File: src/design/u16m8_pkg.sv
// Package for the UTF-16 to modified UTF-8 encoder.
// Holds the job descriptor passed from front to back and the byte-forming helpers.
// No dependencies.
`default_nettype none

package u16m8_pkg;

  localparam int unsigned FIFO_DEPTH = 2;
  localparam int unsigned MAX_BYTES  = 6;

  localparam logic [7:0] LEAD4 = 8'hF0;
  localparam logic [7:0] LEAD3 = 8'hE0;
  localparam logic [7:0] LEAD2 = 8'hC0;
  localparam logic [7:0] CONT  = 8'h80;

  localparam logic [15:0] HIGH_LO = 16'hD800;
  localparam logic [15:0] HIGH_HI = 16'hDBFF;
  localparam logic [15:0] LOW_LO  = 16'hDC00;
  localparam logic [15:0] LOW_HI  = 16'hDFFF;
  localparam logic [15:0] TWO_MAX = 16'h07FF;
  localparam logic [15:0] ONE_MAX = 16'h007F;

  // one queued job: the bytes caused by one accepted input word, emitted from index 0 up
  typedef struct packed {
    logic [MAX_BYTES-1:0][7:0] bytes;
    logic [2:0]                len;
    logic                      last;
  } job_t;

  function automatic logic [2:0][7:0] three_bytes(input logic [15:0] u);
    logic [2:0][7:0] b;
    b[0] = LEAD3 | {4'h0, u[15:12]};
    b[1] = CONT  | {2'b00, u[11:6]};
    b[2] = CONT  | {2'b00, u[5:0]};
    return b;
  endfunction

  function automatic logic [3:0][7:0] four_bytes(input logic [9:0] hi, input logic [9:0] lo);
    logic [20:0]     cp;
    logic [3:0][7:0] b;
    cp   = {1'b0, hi, lo} + 21'h010000;
    b[0] = LEAD4 | {5'h00, cp[20:18]};
    b[1] = CONT  | {2'b00, cp[17:12]};
    b[2] = CONT  | {2'b00, cp[11:6]};
    b[3] = CONT  | {2'b00, cp[5:0]};
    return b;
  endfunction

endpackage

`default_nettype wire

File: src/design/utf16_to_modified_utf8_encoder.sv
// UTF-16 to modified UTF-8 encoder, top level.
//
// Input channel (in_valid_i/in_ready_o): one UTF-16 code unit per word, with
// final_unit_i set on the last unit of a string. Output channel
// (out_valid_o/out_ready_i): one modified UTF-8 byte per word; run_end_o marks
// the last byte caused by an input word, string_end_o the last byte of a string.
// A non-final high surrogate is held back and produces no byte until the next
// unit arrives; a following low surrogate turns the pair into four bytes.
//
// With the pipeline empty, an accepted word is first written into the job queue
// and then loaded into the serialiser, which raises out_valid_o.
// Throughput: the serialiser sends one byte per cycle while out_ready_i is high,
// and a word yields 1 to 6 bytes (none for a held high surrogate). The front
// accepts one word per cycle while the job queue (FifoDepth entries) has room.
// Reset clears the held surrogate, the queue and the serialiser; nothing is
// pending afterwards. When the receiver stalls, the current byte holds, the
// queue fills and in_ready_o falls once it is full.
// Depends on u16m8_pkg, u16m8_front, u16m8_fifo, u16m8_back.
`default_nettype none

module utf16_to_modified_utf8_encoder #(
  parameter int unsigned FifoDepth = u16m8_pkg::FIFO_DEPTH
) (
  input  wire logic        clk_i,
  input  wire logic        rst_ni,
  input  wire logic        in_valid_i,
  output logic             in_ready_o,
  input  wire logic [15:0] code_unit_i,
  input  wire logic        final_unit_i,
  output logic             out_valid_o,
  input  wire logic        out_ready_i,
  output logic [7:0]       out_byte_o,
  output logic             run_end_o,
  output logic             string_end_o
);
  import u16m8_pkg::*;

  job_t push_job, pop_job;
  logic push, pop, full, empty;

  u16m8_front u_front (
    .clk_i        (clk_i),
    .rst_ni       (rst_ni),
    .in_valid_i   (in_valid_i),
    .in_ready_o   (in_ready_o),
    .code_unit_i  (code_unit_i),
    .final_unit_i (final_unit_i),
    .q_full_i     (full),
    .q_push_o     (push),
    .q_job_o      (push_job)
  );

  u16m8_fifo #(
    .Depth (FifoDepth)
  ) u_fifo (
    .clk_i      (clk_i),
    .rst_ni     (rst_ni),
    .push_i     (push),
    .push_job_i (push_job),
    .full_o     (full),
    .pop_i      (pop),
    .empty_o    (empty),
    .pop_job_o  (pop_job)
  );

  u16m8_back u_back (
    .clk_i        (clk_i),
    .rst_ni       (rst_ni),
    .q_empty_i    (empty),
    .q_job_i      (pop_job),
    .q_pop_o      (pop),
    .out_valid_o  (out_valid_o),
    .out_ready_i  (out_ready_i),
    .out_byte_o   (out_byte_o),
    .run_end_o    (run_end_o),
    .string_end_o (string_end_o)
  );

endmodule

`default_nettype wire

File: src/design/u16m8_front.sv
// Front end: accepts code units, tracks a held high surrogate, builds byte jobs.
// Depends on u16m8_pkg.
`default_nettype none

module u16m8_front (
  input  wire logic             clk_i,
  input  wire logic             rst_ni,
  input  wire logic             in_valid_i,
  output logic                  in_ready_o,
  input  wire logic [15:0]      code_unit_i,
  input  wire logic             final_unit_i,
  input  wire logic             q_full_i,
  output logic                  q_push_o,
  output u16m8_pkg::job_t       q_job_o
);
  import u16m8_pkg::*;

  logic            held_q, held_d;
  logic [9:0]      held_bits_q, held_bits_d;
  logic            accept;
  logic            is_high, is_low;
  logic [2:0][7:0] held3, new3;
  logic [3:0][7:0] pair4;
  logic [2:0][7:0] new_bytes;
  logic [1:0]      new_len;
  logic            hold_new;
  job_t            job;

  assign in_ready_o = !q_full_i;
  assign accept     = in_valid_i && in_ready_o;

  assign is_high = (code_unit_i >= HIGH_LO) && (code_unit_i <= HIGH_HI);
  assign is_low  = (code_unit_i >= LOW_LO)  && (code_unit_i <= LOW_HI);

  assign held3 = three_bytes({6'b110110, held_bits_q});
  assign new3  = three_bytes(code_unit_i);
  assign pair4 = four_bytes(held_bits_q, code_unit_i[9:0]);

  // bytes of the new word on its own
  always_comb begin
    new_bytes = '0;
    new_len   = 2'd0;
    hold_new  = 1'b0;
    if (code_unit_i != 16'h0000 && code_unit_i <= ONE_MAX) begin
      new_bytes[0] = code_unit_i[7:0];
      new_len      = 2'd1;
    end else if (is_high && !final_unit_i) begin
      hold_new = 1'b1;
    end else if (code_unit_i > TWO_MAX) begin
      new_bytes = new3;
      new_len   = 2'd3;
    end else begin
      new_bytes[0] = LEAD2 | {3'b000, code_unit_i[10:6]};
      new_bytes[1] = CONT  | {2'b00, code_unit_i[5:0]};
      new_len      = 2'd2;
    end
  end

  always_comb begin
    job      = '0;
    job.last = final_unit_i;
    held_d      = held_q;
    held_bits_d = held_bits_q;
    if (held_q && is_low) begin
      job.bytes[3:0] = pair4;
      job.len        = 3'd4;
    end else if (held_q) begin
      job.bytes[2:0] = held3;
      job.bytes[5:3] = new_bytes;
      job.len        = 3'd3 + {1'b0, new_len};
    end else begin
      job.bytes[2:0] = new_bytes;
      job.len        = {1'b0, new_len};
    end
    if (accept) begin
      held_d      = hold_new && !(held_q && is_low);
      held_bits_d = held_d ? code_unit_i[9:0] : 10'h000;
    end
  end

  assign q_push_o = accept && (job.len != 3'd0);
  assign q_job_o  = job;

  always_ff @(posedge clk_i or negedge rst_ni) begin
    if (!rst_ni) begin
      held_q      <= 1'b0;
      held_bits_q <= 10'h000;
    end else begin
      held_q      <= held_d;
      held_bits_q <= held_bits_d;
    end
  end

endmodule

`default_nettype wire

File: src/design/u16m8_fifo.sv
// Short job queue between front and back.
// Depends on u16m8_pkg for the job type.
`default_nettype none

module u16m8_fifo #(
  parameter int unsigned Depth = u16m8_pkg::FIFO_DEPTH
) (
  input  wire logic             clk_i,
  input  wire logic             rst_ni,
  input  wire logic             push_i,
  input  wire u16m8_pkg::job_t  push_job_i,
  output logic                  full_o,
  input  wire logic             pop_i,
  output logic                  empty_o,
  output u16m8_pkg::job_t       pop_job_o
);
  import u16m8_pkg::*;

  localparam int unsigned PtrW = (Depth > 1) ? $clog2(Depth) : 1;
  localparam int unsigned CntW = $clog2(Depth + 1);

  job_t            mem_q [Depth];
  logic [PtrW-1:0] wr_ptr_q, wr_ptr_d, rd_ptr_q, rd_ptr_d;
  logic [CntW-1:0] count_q, count_d;
  logic            do_push, do_pop;

  assign full_o    = (count_q == CntW'(Depth));
  assign empty_o   = (count_q == '0);
  assign do_push   = push_i && !full_o;
  assign do_pop    = pop_i && !empty_o;
  assign pop_job_o = mem_q[rd_ptr_q];

  always_comb begin
    wr_ptr_d = wr_ptr_q;
    rd_ptr_d = rd_ptr_q;
    count_d  = count_q;
    if (do_push) begin
      wr_ptr_d = (wr_ptr_q == PtrW'(Depth - 1)) ? '0 : wr_ptr_q + PtrW'(1);
    end
    if (do_pop) begin
      rd_ptr_d = (rd_ptr_q == PtrW'(Depth - 1)) ? '0 : rd_ptr_q + PtrW'(1);
    end
    if (do_push && !do_pop) begin
      count_d = count_q + CntW'(1);
    end else if (do_pop && !do_push) begin
      count_d = count_q - CntW'(1);
    end
  end

  always_ff @(posedge clk_i) begin
    if (do_push) begin
      mem_q[wr_ptr_q] <= push_job_i;
    end
  end

  always_ff @(posedge clk_i or negedge rst_ni) begin
    if (!rst_ni) begin
      wr_ptr_q <= '0;
      rd_ptr_q <= '0;
      count_q  <= '0;
    end else begin
      wr_ptr_q <= wr_ptr_d;
      rd_ptr_q <= rd_ptr_d;
      count_q  <= count_d;
    end
  end

endmodule

`default_nettype wire

File: src/design/u16m8_back.sv
// Back end: takes jobs off the queue and emits their bytes one word per cycle while out_ready_i is high.
// Depends on u16m8_pkg.
`default_nettype none

module u16m8_back (
  input  wire logic             clk_i,
  input  wire logic             rst_ni,
  input  wire logic             q_empty_i,
  input  wire u16m8_pkg::job_t  q_job_i,
  output logic                  q_pop_o,
  output logic                  out_valid_o,
  input  wire logic             out_ready_i,
  output logic [7:0]            out_byte_o,
  output logic                  run_end_o,
  output logic                  string_end_o
);
  import u16m8_pkg::*;

  job_t       cur_q, cur_d;
  logic [2:0] idx_q, idx_d;
  logic       busy_q, busy_d;
  logic       last_byte;
  logic       sent;

  assign last_byte    = (idx_q == cur_q.len - 3'd1);
  assign sent         = busy_q && out_ready_i;
  assign q_pop_o      = !q_empty_i && (!busy_q || (sent && last_byte));

  assign out_valid_o  = busy_q;
  assign out_byte_o   = cur_q.bytes[idx_q];
  assign run_end_o    = last_byte;
  assign string_end_o = last_byte && cur_q.last;

  always_comb begin
    cur_d  = cur_q;
    idx_d  = idx_q;
    busy_d = busy_q;
    if (q_pop_o) begin
      cur_d  = q_job_i;
      idx_d  = 3'd0;
      busy_d = 1'b1;
    end else if (sent) begin
      if (last_byte) begin
        busy_d = 1'b0;
      end else begin
        idx_d = idx_q + 3'd1;
      end
    end
  end

  always_ff @(posedge clk_i) begin
    cur_q <= cur_d;
  end

  always_ff @(posedge clk_i or negedge rst_ni) begin
    if (!rst_ni) begin
      idx_q  <= 3'd0;
      busy_q <= 1'b0;
    end else begin
      idx_q  <= idx_d;
      busy_q <= busy_d;
    end
  end

endmodule

`default_nettype wire

File: config.mk
export PLATFORM = sky130hd
export DESIGN_NAME = utf16_to_modified_utf8_encoder
export DESIGN_NICKNAME = d
export VERILOG_FILES = /design/src/design/u16m8_pkg.sv /design/src/design/utf16_to_modified_utf8_encoder.sv /design/src/design/u16m8_front.sv /design/src/design/u16m8_fifo.sv /design/src/design/u16m8_back.sv
export SDC_FILE = /design/constraint.sdc
export NUM_CORES = 1
export LEC_CHECK = 0
export ABC_CLOCK_PERIOD_IN_PS = 5560
export BUFFER_PORTS_ARGS = -buffer_cell sky130_fd_sc_hd__clkbuf_2
export CAP_MARGIN = 20
export CORE_MARGIN = 4
export CORE_UTILIZATION = 55
export CTS_CLUSTER_SIZE = 40
export DETAILED_ROUTE_END_ITERATION = 10
export PLACE_DENSITY = 0.83
export SYNTH_ARGS = -nofsm -noshare
export SYNTH_HDL_FRONTEND = slang
export SYNTH_HIERARCHICAL = 1
export SYNTH_SLANG_ARGS = --single-unit
File: constraint.sdc
create_clock -name clk_i -period 5.56 [get_ports clk_i]
set_input_delay 0.834 -clock clk_i [delete_from_list [all_inputs] [get_ports clk_i]]
set_output_delay 0.834 -clock clk_i [all_outputs]
set_load 0.02 [all_outputs]
Yosys cells after proc, flatten, opt, wreduce, memory -nomap -nowiden
Memory sizes are Yosys's and may differ from the RTL's. A register that Yosys moved wholly into a read port is not among the register bits.
Index checks and enable logic that the tools add are counted.
{ "totals": {"ff_bits": 19, "ramBits": 104, "inputBits": 21, "out_inout_bits": 12, "wordCells": 87, "memories": 1} }
{ "classes": {"add_sub_neg": 8, "magnitude_cmp": 7, "n_eq_ne": 3, "muxes": 29, "reduce_logical": 32} }
{ "mem_list": {"columns": ["memory", "words", "word_bits", "read_ports", "rd_ports_with_merged_regs", "wr", "line_no", "source"], "rows": [
  ["u_fifo.mem_q", 2, 52, 1, 1, 1, "u16m8_fifo.sv:22", "job_t mem_q [Depth];"]
]} }
{ "ops": {"columns": ["operator", "count"], "rows": [
  ["24-bit 2-to-1 mux", 2],
  ["35-bit 2-to-1 mux", 1],
  ["16-bit greater-or-equal comparator, second input constant", 2],
  ["16-bit <= comparator, second input constant", 2],
  ["16-bit 2-to-1 mux", 2],
  ["27-bit 2-to-1 mux", 1],
  ["8-bit binary-select mux with 3-bit select", 1],
  ["8-bit 2-to-1 mux", 3],
  ["20-bit by 17-bit adder with 21-bit output, second input constant", 1],
  ["16-bit by 11-bit greater-than comparator with 1-bit output, second input constant", 1],
  ["16-bit by 7-bit <= comparator with 1-bit output, second input constant", 1],
  ["1-bit logical AND", 16],
  ["16-bit nonzero test", 1],
  ["14-bit 2-to-1 mux", 1],
  ["1-bit 2-to-1 mux", 10],
  ["10-bit 2-to-1 mux", 1],
  ["3-bit 2-to-1 mux", 3],
  ["2-bit 2-to-1 mux", 4],
  ["1-bit logical NOT", 7],
  ["2-bit nonzero test", 3],
  ["3-bit by 4-bit < comparator with 1-bit output, second input constant", 1],
  ["2-bit AND reduction", 2],
  ["2-bit by 2-bit adder with 3-bit output, first input constant", 1],
  ["3-bit by 1-bit adder with 3-bit output, second input constant", 1],
  ["10 further kinds", 11]
]} }

Logic depth before layout (Yosys ltp)
{ "depth": {"word_depth": 15, "depth_mapped": 12, "ltp_nobuf": 11} }

Hierarchy
The synthesis kept the hierarchy.
{ "by_module_without_submodules": {"columns": ["mod", "instances", "cells_each", "area_each_um2", "seq_area_each_um2"], "rows": [
  ["u16m8_fifo", 1, 181, 4200.3, 3223.1],
  ["u16m8_back", 1, 124, 2274.7, 1661.6],
  ["u16m8_front", 1, 177, 1406.3, 275.3]
]} }

Least setup slack after synthesis
No wires, ideal clock.
{ "synth_path": {"path_type": "reg2reg", "start": "register u_back/cur_q[1] (netlist name)", "end": "register u_fifo.count_q[1]", "setup_ns": 0.079, "arrival_ns": 4.799, "required_time_ns": 5.481, "setup_slack_ns": 0.682, "path_stages_with_launch": 11, "path_buffers": 0, "period_less_slack_ns": 4.878, "cell_sequence": "edfxtp_1 -> inv_1 -> ha_1 -> xor2_1 -> nand4_1 -> a21oi_1 -> o21ai_1 -> ha_1 -> xor2_1 -> nor2_1 -> xor2_1"} }
{ "synth_between": {"elab_chain_len": 9, "elab_cells_between_ends": 11, "cone_classes": "1 x add/sub; 1 x eq/ne; 1 x mux; 8 x reduce/logical"} }
{ "synth_lines": {"columns": ["element", "line_no", "source"], "rows": [
  ["3-bit by 1-bit subtractor with 3-bit output *", "u16m8_back.sv:25", "assign last_byte = (idx_q == cur_q.len - 3'd1);"],
  ["3-bit == test *", "u16m8_back.sv:25", null],
  ["1-bit logical AND *", "u16m8_back.sv:27", "assign q_pop_o = !q_empty_i && (!busy_q || (sent && last_byte));"],
  ["1-bit logical OR *", "u16m8_back.sv:27", null],
  ["1-bit logical AND *", "u16m8_back.sv:27", null],
  ["via pop", "utf16_to_modified_utf8_encoder.sv:39", "logic push, pop, full, empty;"],
  ["1-bit logical AND *", "u16m8_fifo.sv:30", "assign do_pop = pop_i && !empty_o;"],
  ["1-bit logical NOT", "u16m8_fifo.sv:43", "if (do_push && !do_pop) begin"],
  ["1-bit logical AND", "u16m8_fifo.sv:43", null],
  ["2-bit 2-to-1 mux or 2-bit nonzero test (tied branches)", null, null],
  ["end signal: assignment", "u16m8_fifo.sv:64", "count_q <= count_d;"],
  ["end: declaration", "u16m8_fifo.sv:24", "logic [CntW-1:0] count_q, count_d;"]
]} }
The timed path passes the listed nets; every way through them passes the cells marked *.
A chain may end at the register's enable or synchronous reset.

Final worst setup path
{ "layout_path": {"start": "register u_front.held_q", "end": "memory u_fifo/mem_q[1][39] (netlist bit), enable pin"} }
{ "layout_between": {"elab_chain_len": 7, "elab_cells_between_ends": 8, "cone_classes": "4 x mux; 4 x reduce/logical"} }
{ "layout_lines": {"columns": ["element", "line_no", "source"], "rows": [
  ["start: declaration", "u16m8_front.sv:18", "logic held_q, held_d;"],
  ["start signal: assignment", "u16m8_front.sv:89", "held_q <= held_d;"],
  ["27-bit 2-to-1 mux or 1-bit logical AND (tied branches)", "u16m8_front.sv:67, u16m8_front.sv:64", null],
  ["35-bit 2-to-1 mux *", "u16m8_front.sv:64", "if (held_q && is_low) begin"],
  ["3-bit nonzero test *", "u16m8_front.sv:81", "assign q_push_o = accept && (job.len != 3'd0);"],
  ["1-bit logical AND *", "u16m8_front.sv:81", null],
  ["via push", "utf16_to_modified_utf8_encoder.sv:39", null],
  ["1-bit logical AND *", "u16m8_fifo.sv:29", "assign do_push = push_i && !full_o;"],
  ["1-bit 2-to-1 mux *", "u16m8_fifo.sv:51", "if (do_push) begin"],
  ["1-bit 2-to-1 mux (not written as such) *", "u16m8_fifo.sv:52", "mem_q[wr_ptr_q] <= push_job_i;"],
  ["end: declaration", "u16m8_fifo.sv:22", null]
]} }
Marked as above.

==> flow_summary.ini <==
[layout]
nFillCells = 962
drive_gt1_frac = 0.276
register_area_um2 = 5160
nets = 538
diodes = 0
multi_input_area_um2 = 2440
postLayoutCellArea_um2 = 8690
mostFrequentLayoutCells = edfxtp_1, mux2_4, clkbuf_2
syn_to_final_growth_pct = 10.3
final_common_cell = edfxtp_1

[global_route]
grt_pass1_wl_mm = 24.0
overflow = 0
antenna_found_initial = 0
grt_max_degree = 54
grt_pass1_vias = 4300
grt_usage = 0.201

[sta]
holdWs_ns = 0.381
period_needed_ns = 3.08
skew_ns = 0.00807
tightest_slew_ns = 0.990
setup_viol = 0
tns_ns = 0
rsz0062_at_grt = no
maxSlewViolCount = 0
hold_viol_final = 0
max_freq_ghz = 0.325
fin_crit_sh = 0.554
slew_headroom = 0.340

[routing]
wl_mm = 15.9
first_pass_iters = 5
drt_iter0_markers = 504
post_drt_wl_per_cell_um = 22.5
drc = 0
postRouteAntennaNets = 0
vias_per_cell = 6.11
vias = 4309

[clocking]
clock-root-buffer = clkbuf_16
htree_levels = 4
cts_resized = 0
clockBufferDepth = 2
clkTransAtPathRegs_ns = 0.06
post-cts-setup-buffers = 0
insertion_delay_ns = 0.42
cts_tree = built
ctsHoldBuffers = 0
cts_sinks = 175
cts_buffers = 17

[floorplanning]
dieHeight_um = 128
ioPinCount = 33
core_um2 = 13900
fp-row-count = 43
fp.dieW_um = 128
initial_core_util = 0.566
dieArea_um2 = 16300

[run]
maxCapViolCount = 0

[placement]
port_buffers = 32
place_area_um2 = 8090
dp_hpwl_mm = 10.5
gp_congestion = 0.982

[critical_path]
crit_path_end_kind = flop
worstPathRequired_ns = 5.61
critical_path_class = flop to flop
arrival_ns = 3.13
start_kind = flop
critical_path.max_fanout = 45

[logic_synthesis]
synth_edf_count = 156
synth_cells = 482
ys_top_cells_by_area = edfxtp_1, mux2_4, dfrtp_1, mux2i_1, mux4_2
ys_ff_latch = 175
seq_area_frac_synth = 0.655
synth_area_um2 = 7880
synthFlopType = edfxtp_1
yosysTopAreaCell = edfxtp_1
yosysTopAreaCellShare = 0.594
async_flop_share = 0.109
avgSynthCellArea_um2 = 16.4
ys_types = 62
ys.warnings.count = 6

[pwr]
peakVddDrop_uv = 255
pwr_density_cell_nw_per_um2 = 504
p_leak_nw = 3.21

[status]
status = completed

[min_path]
hp-class = input port to asynchronous set/reset pin
[path summary, 6_finish.rpt]
check | startpoint | end | slack (ns) | cells after the start
max | u_front/held_q | u_fifo/mem_q[1][39] | 2.48 | 4
min | rst_ni | u_back/idx_q[1] | 0.38 | 1
max reg2reg | u_front/held_q | u_fifo/mem_q[1][39] | 2.48 | 4
min reg2reg | u_fifo/count_q[1] | u_fifo/count_q[1] | 0.53 | 1
max in group asynchronous | rst_ni | u_fifo/rd_ptr_q | 4.80 | 1
min in group clk_i | u_fifo/count_q[1] | u_fifo/count_q[1] | 0.53 | 1
[logic make-up (layout without fill, tap and decap cells)]
family | after synthesis | in the layout | synth area share
buf+inv | 46 | 86 | 0.0398
mux | 81 | 81 | 0.147
xor+xnor | 11 | 11 | 0.0141
simple gates | 75 | 75 | 0.0573
flops | 175 | 175 | 0.655
fa+ha+maj | 4 | 4 | 0.00635
other cells | 1 | 4 | 0.000476
compound gates | 89 | 89 | 0.0800
[metrics by stage]
stage	cells	power [mW]	utilization	setup slack [ns]
detailed placement	673	3.24	0.581	1.98
global route	705	4.57	0.624	2.27
finish	705	4.38	0.624	2.48
global placement	673	3.17	0.581	2.12
CTS	704	4.41	0.622	2.04
floorplan	485	3.00	-	0.682
[critical path, stage by stage (launching register included)]
cell	delay, ns
dfrtp_1	0.90
inv_1	0.56
a21oi_1	0.32
and3_2	0.34
buf_4	0.55
[Yosys cell counts, types with 8 or more instances]
cell / instances
edfxtp_1: 156
mux2_4: 49
mux2i_1: 21
dfrtp_1: 19
o21ai_0: 18
nand3_1: 16
a21oi_1: 14
inv_1: 14
nand2_1: 12
o22ai_1: 10
o2bb2ai_1: 10
a22o_1: 9
buf_2: 9
nor2_1: 9
mux4_2: 8
[area by class of cell]
| type | count | share of cell area |
|---|---|---|
| clock buffers | 20 | 0.0502 |
| repair buffers | 39 | 0.0259 |
| inverters | 16 | 0.00720 |
| multi-input cells | 264 | 0.281 |
| flip-flops and latches | 175 | 0.594 |
| clock inverters | 11 | 0.0164 |
| well taps | 180 | 0.0259 |
[routing by layer]
layer | share of wire | vias up | GRT usage | routed length, µm
met2 | 0.50 | 204 | 0.325 | 7900
met5 | 0 | - | 0 | 0
li1 | - | 1936 | - | -
met1 | 0.40 | 2146 | 0.269 | 6370
met3 | 0.079 | 23 | 0.0496 | 1260
met4 | 0.020 | 0 | 0.0718 | 323
[power by group]
group	total, mW	switching (mW)	internal, mW
sequential	1.97	0.132	1.84
combinational	1.25	0.685	0.567
clock	1.16	0.457	0.701
total	4.38	1.27	3.10
[registers in the layout, summed over array words and instances, names as in the netlist]
| register | cells |
|---|---|
| u_front/held_q | 1 |
| u_back/idx_q | 3 |
| u_front/held_bits_q | 10 |
| u_fifo/rd_ptr_q | 1 |
| u_back/out_valid_o | 1 |
| u_fifo/wr_ptr_q | 1 |
| u_fifo/mem_q | 104 |
| u_fifo/count_q | 2 |
| u_back/cur_q | 52 |
(Power assumes the default switching activity.)
